`config.mk`:
```
export PLATFORM = sky130hd
export DESIGN_NAME = fmcb_sqrt
export DESIGN_NICKNAME = d
export VERILOG_FILES = /design/src/design/fmcb_sqrt.sv
export SDC_FILE = /design/constraint.sdc
export NUM_CORES = 2
export LEC_CHECK = 0
export BUFFER_PORTS_ARGS = -buffer_cell sky130_fd_sc_hd__buf_4
export CORE_ASPECT_RATIO = 0.9
export CORE_MARGIN = 3
export CORE_UTILIZATION = 56
export CTS_CLUSTER_DIAMETER = 50
export DETAILED_ROUTE_END_ITERATION = 8
export GPL_ROUTABILITY_DRIVEN = 1
export PLACE_DENSITY_LB_ADDON = 0.1
export SETUP_SLACK_MARGIN = 0.1
export SLEW_MARGIN = 10
export SYNTH_ARGS = -nofsm -noshare
export SYNTH_HDL_FRONTEND = slang
export SYNTH_SLANG_ARGS = --single-unit
```
`constraint.sdc`:
```
create_clock -name clk -period 2.82 [get_ports clk]
set_input_delay 0.141 -clock clk [delete_from_list [all_inputs] [get_ports clk]]
set_output_delay 0.141 -clock clk [all_outputs]
set_load 0.1 [all_outputs]
```
`src/design/fmcb_sqrt.sv`:
```
// Pipelined integer square root, one result bit per stage.
// No dependencies.
`timescale 1ns / 1ps
module fmcb_sqrt #(
    parameter int IN_W  = 48,
    parameter int OUT_W = 24
) (
    input  logic              clk,
    input  logic              rst_n,
    input  logic              in_valid,
    input  logic [IN_W-1:0]   in_val,
    output logic              out_valid,
    output logic [OUT_W-1:0]  out_root
);
    // one result bit per stage, radicand shifted in two bits a stage
    logic [OUT_W:0]    vld_reg;
    logic [IN_W-1:0]   rad_reg  [OUT_W+1];
    logic [OUT_W+1:0]  rem_reg  [OUT_W+1];
    logic [OUT_W-1:0]  root_reg [OUT_W+1];

    always_ff @(posedge clk or negedge rst_n)
    begin
        if (!rst_n)
        begin
            vld_reg <= '0;
        end
        else
        begin
            vld_reg <= {vld_reg[OUT_W-1:0], in_valid};
        end
    end

    always_ff @(posedge clk)
    begin
        rad_reg[0]  <= in_val;
        rem_reg[0]  <= '0;
        root_reg[0] <= '0;
    end

    for (genvar s = 0; s < OUT_W; s++)
    begin : g_stage
        logic [OUT_W+1:0] cur;
        logic [OUT_W+1:0] trial;
        always_comb
        begin
            cur   = {rem_reg[s][OUT_W-1:0], rad_reg[s][IN_W-1 -: 2]};
            trial = {root_reg[s], 2'b01};
        end
        always_ff @(posedge clk)
        begin
            rad_reg[s+1] <= rad_reg[s] << 2;
            if (cur >= trial)
            begin
                rem_reg[s+1]  <= cur - trial;
                root_reg[s+1] <= {root_reg[s][OUT_W-2:0], 1'b1};
            end
            else
            begin
                rem_reg[s+1]  <= cur;
                root_reg[s+1] <= {root_reg[s][OUT_W-2:0], 1'b0};
            end
        end
    end

    assign out_valid = vld_reg[OUT_W];
    assign out_root  = root_reg[OUT_W];
endmodule

```
# Word-level counts from Yosys, hierarchy flattened
# Memory sizes are Yosys's and may differ from the RTL's.
# Cells that the tools add are included.
[word_totals] reg_bits=25 ramBits=2450 inputBits=51 out_inout_bits=25 elab_cells=220 n_memories=3
[mem_list] memory="rad_reg" depth=25 word_bits=48 read_ports=24 rd_ports_with_merged_regs=0 write_ports=25 line="17" text="logic [IN_W-1:0] rad_reg [OUT_W+1];"
[mem_list] memory="rem_reg" depth=25 word_bits=26 read_ports=24 rd_ports_with_merged_regs=0 write_ports=25 line="18" text="logic [OUT_W+1:0] rem_reg [OUT_W+1];"
[mem_list] memory="root_reg" depth=25 word_bits=24 read_ports=25 rd_ports_with_merged_regs=0 write_ports=25 line="19" text="logic [OUT_W-1:0] root_reg [OUT_W+1];"
[op_classes] add_sub_neg=24 n_lt_le_gt_ge=24 muxes=120 n_bitwise=48
[ops] operator="$ge 26x26->1" count=24
[ops] operator="$mux 26" count=24
[ops] operator="$sub 26x26->26" count=24
[ops] operator="$mux 24" count=24
[ops] operator="$mux 1" count=72
[ops] operator="$or 1x1->1" count=48

# Logic depth before layout (Yosys ltp)
# An unclocked memory read counts as a cell.
[logic_depth] ltp_word=5 mapped_depth=14 mapped_depth_nobuf=12

# Least setup slack after synthesis
# Ideal clock, no wire load.
[synth_timing] path_kind="register to register" from="memory root_reg[19][0] (netlist: root_reg[1][72])" to="memory rem_reg[20][20] (netlist bit)" setup_ns=0.116 arrival_time_ns=2.671 required_time_ns=2.704 slack_ns=0.033 path_stages_with_launch=12 n_path_buf=1 synth_period_minus_slack_ns=2.787 path_cell_list="dfxtp_1 > inv_1 > ha_1 > nor2b_1 > o31a_1 > o31a_1 > o211ai_1 > nand2_1 > a211oi_1 > nand2_1 > clkbuf_1 > a31o_2"
[synth_rtl] element="start, declared" line="19"
[synth_rtl] element="end, declared" line="18"

==> results.tsv <==
stage	metric	value	unit
floorplan	die_h	292	µm
synth	yosys_warnings	0	
worst_setup_path	r2r_setup_slack	0.05	ns
clocking	h-tree-depth	4	
synth	synthArstFlopShare	1.73	%
synth	yosysMostFrequentCell	dfxtp_1	
outcome	status	finished, final reports clean	
worst_setup_path	critPathMaxStageDelay	0.53	ns
floorplan	design.core.area	89700	µm²
placed_design	pre_cts_ws	-0.138	ns
floorplan	core.rowCount	104	
grt	antenna_found_initial	1	
worst_setup_path	worstSetupStartpointType	flip-flop	
timing	fin_crit	2.77	ns
drt	drcViolationCount	0	
placed_design	numPortBuffers	75	
worst_setup_path	crit_arrival	3.36	ns
placed_design	place_hpwl	71.8	mm
floorplan	die_x	324	µm
worst_setup_path	r2r_cells	9	
floorplan	start_util	56.7	%
drt	wl	102	mm
placed_design	dpl-instance-area	54400	µm²
final_layout	multi_input_area	21700	µm²
final_layout	drive_gt1_share	17.5	%
timing	setup_ws	0.0528	ns
clocking	cts_buffers	145	
synth	post_synth.cell_area_avg	10.4	µm²
final_layout	seq_area	29100	µm²
grt	grt.total_usage	20.8	%
pwr	ir_drop	0.631	mV
timing	skew	0.0308	ns
pwr	p_leak	28.9	nW
drt	vias_per_cell	5.15	
final_layout	nFillCells	6666	
clocking	cts_tree	yes	
synth	ys.flop_type	dfxtp_1	
worst_setup_path	rr_startpoint	rem_reg[9][13]	
worst_setup_path	path_class	reg -> reg	
synth	synth_cells	4876	
clocking	cts_buffer_depth	3	
synth	netlist_top_cells_count	1422 x dfxtp_1, 415 x inv_1, 327 x nand2_1, 325 x ha_1, 324 x a21oi_1	
final_layout	fin_area	62100	µm²
drt	firstDrtPassIters	5	
clocking	clock-sinks	1447	
hold_path	min_path_type	in -> async	
synth	synth_area_leaders	dfxtp_1 56%, ha_1 8.0%, xor2_1 3.6%	
final_layout	fin_nets	5706	
timing	rsz0062_at_grt	yes	
grt	grt_max_degree	38	
worst_setup_path	path_common_cell	or3_4	
grt	first_global_vias	32860	
timing	final-hold-violation-count	0	
drt	postRouteAntennaNets	0	
grt	grt_pass1_wl	162	mm
floorplan	die-area	94400	µm²
synth	synth-edff-count	0	
timing	max-slew-margin-rel	52.9	%
timing	slew_violations	0	
placed_design	gp_congestion	0.864	
worst_setup_path	worstPathCellList	or4_4 -> or3_4 -> nor3_4 -> nand2_2 -> or2_4 -> or3_4 -> o211ai_4 -> nor4_2 -> xor2_1	
job	cap_violations	0	
worst_setup_path	cp_data_required_time	3.41	ns
final_layout	instances_no_fill	6610	
synth	synth_seq_area_share	57.3	%
timing	period_share	98.1	%
clocking	clk_latency	0.73	ns
timing	worst_pin_slew	0.700	ns
worst_setup_path	cp-end-kind	flip-flop	
synth	ys_ff_latch	1447	
clocking	clk_pin_slew	0.06	ns
worst_setup_path	crit_fanout	5	
final_layout	areaGrowthSynthToFinish	22.2	%
clocking	cts-root-buf	clkbuf_16	
drt	wl_per_cell	15.5	µm
synth	yosysTopAreaCellShare	56.0	%
worst_setup_path	slowest_stage	or4_4	
synth	yosysUniqueCellTypes	78	
synth	synth_area	50800	µm²
timing	fmax	0.361	GHz
timing	holdWs	0.0240	ns
drt	vias	34061	
final_layout	largest_reg_flops	600	
timing	setup_viol	0	
grt	gr-total-overflow	0	
floorplan	ios	76	
synth	yosysTopAreaCell	dfxtp_1	
placed_design	dp_cells	6254	
pwr	power.density	912	nW/µm²
worst_setup_path	reg2reg_to	rem_reg[10][20]	
synth	synth.net_count	5252	
pwr	power	0.0566	W
drt	drt-initial-drc-count	1666	
## placed cells by master, fill, tap and decap left out, types with 50 or more instances in the layout
| cell type | n |
|---|---|
| a21o_1 | 92 |
| nor2_1 | 286 |
| dlygate4sd3_1 | 50 |
| clkbuf_16 | 152 |
| ha_1 | 289 |
| inv_1 | 407 |
| o21a_1 | 58 |
| xor2_1 | 208 |
| nor3_1 | 92 |
| nand3_1 | 67 |
| o21ai_0 | 199 |
| buf_4 | 302 |
| dfxtp_1 | 1391 |
| a21oi_1 | 284 |
| xnor2_1 | 196 |
| nand2_1 | 319 |
## per-layer routing
layer,vias up,global-route usage [%],wire (µm)
met4,0,6.20,2280
li1,17454,-,-
met1,15846,26.5,45800
met3,179,3.30,3800
met2,582,36.5,50300
met5,-,0,0
## power by group
group | total, W | internal [W] | switching, W | leakage, nW
clock | 0.0195 | 0.0117 | 0.00781 | 2.43
combinational | 0.0109 | 0.00520 | 0.00570 | 14.3
sequential | 0.0263 | 0.0238 | 0.00247 | 12.2
total | 0.0566 | 0.0407 | 0.0160 | 28.9
## layout make-up
class	instances	share of cell area [%]
Clock buffer	196	6.64
Sequential cell	1447	46.9
Antenna cell	1	0.00403
Inverter	417	2.52
Multi-Input combinational cell	2935	34.9
Tap cell	1166	2.35
Timing Repair Buffer	384	5.34
Clock inverter	64	1.37
## critical path, delay by kind of cell (launching register included)
family | cells | cell delay, ns
AND/OR/NAND/NOR | 7 | 2.00
flip-flops | 1 | 0.32
XOR/XNOR | 1 | 0.17
AO/OA/AOI/OAI | 1 | 0.15
## cells by family after synthesis
| kind of cell | count (synthesis) | share of synthesized area (%) |
|---|---|---|
| buffers and inverters | 494 | 3.69 |
| xor gates and xnor gates | 407 | 7.01 |
| and+or+nand+nor | 1185 | 11.2 |
| other | 1 | 0.00738 |
| muxes | 51 | 1.12 |
| DFF | 1447 | 57.3 |
| adders and majority gates | 325 | 8.00 |
| AOI/OAI and AO/OA | 966 | 11.7 |
## through the flow
stage | setup TNS, ns | util [%]
floorplan | 0 | -
global placement | -0.683 | 60.6
detailed placement | -0.955 | 60.6
CTS | 0 | 67.1
global route | -0.205 | 69.3
finish | 0 | 69.3
## how the worst max path moves through the flow
stage                                 from         endpoint  slack [ns]  cells past startpoint
after CTS                 root_reg[0][312]  rem_reg[14][22]        0.08                     12
after global routing       root_reg[1][75]  rem_reg[20][21]       -0.03                     11
after detailed placement   root_reg[1][48]  rem_reg[19][19]       -0.14                     11
final                       rem_reg[9][13]  rem_reg[10][20]        0.05                      9
after global placement    root_reg[1][121]   rem_reg[22][2]       -0.15                     13
after floorplan            root_reg[1][72]  rem_reg[20][20]        0.07                     11
## repair_timing
action                                  CTS  global route
resized for setup                        61           368
pin swaps                                24            92
cloned                                    1             9
setup buffers                             9            25
hold buffers                             51             0
endpoints found under the hold margin    74             0
endpoints found under the setup margin  120           336
(Power assumes the default switching activity.)
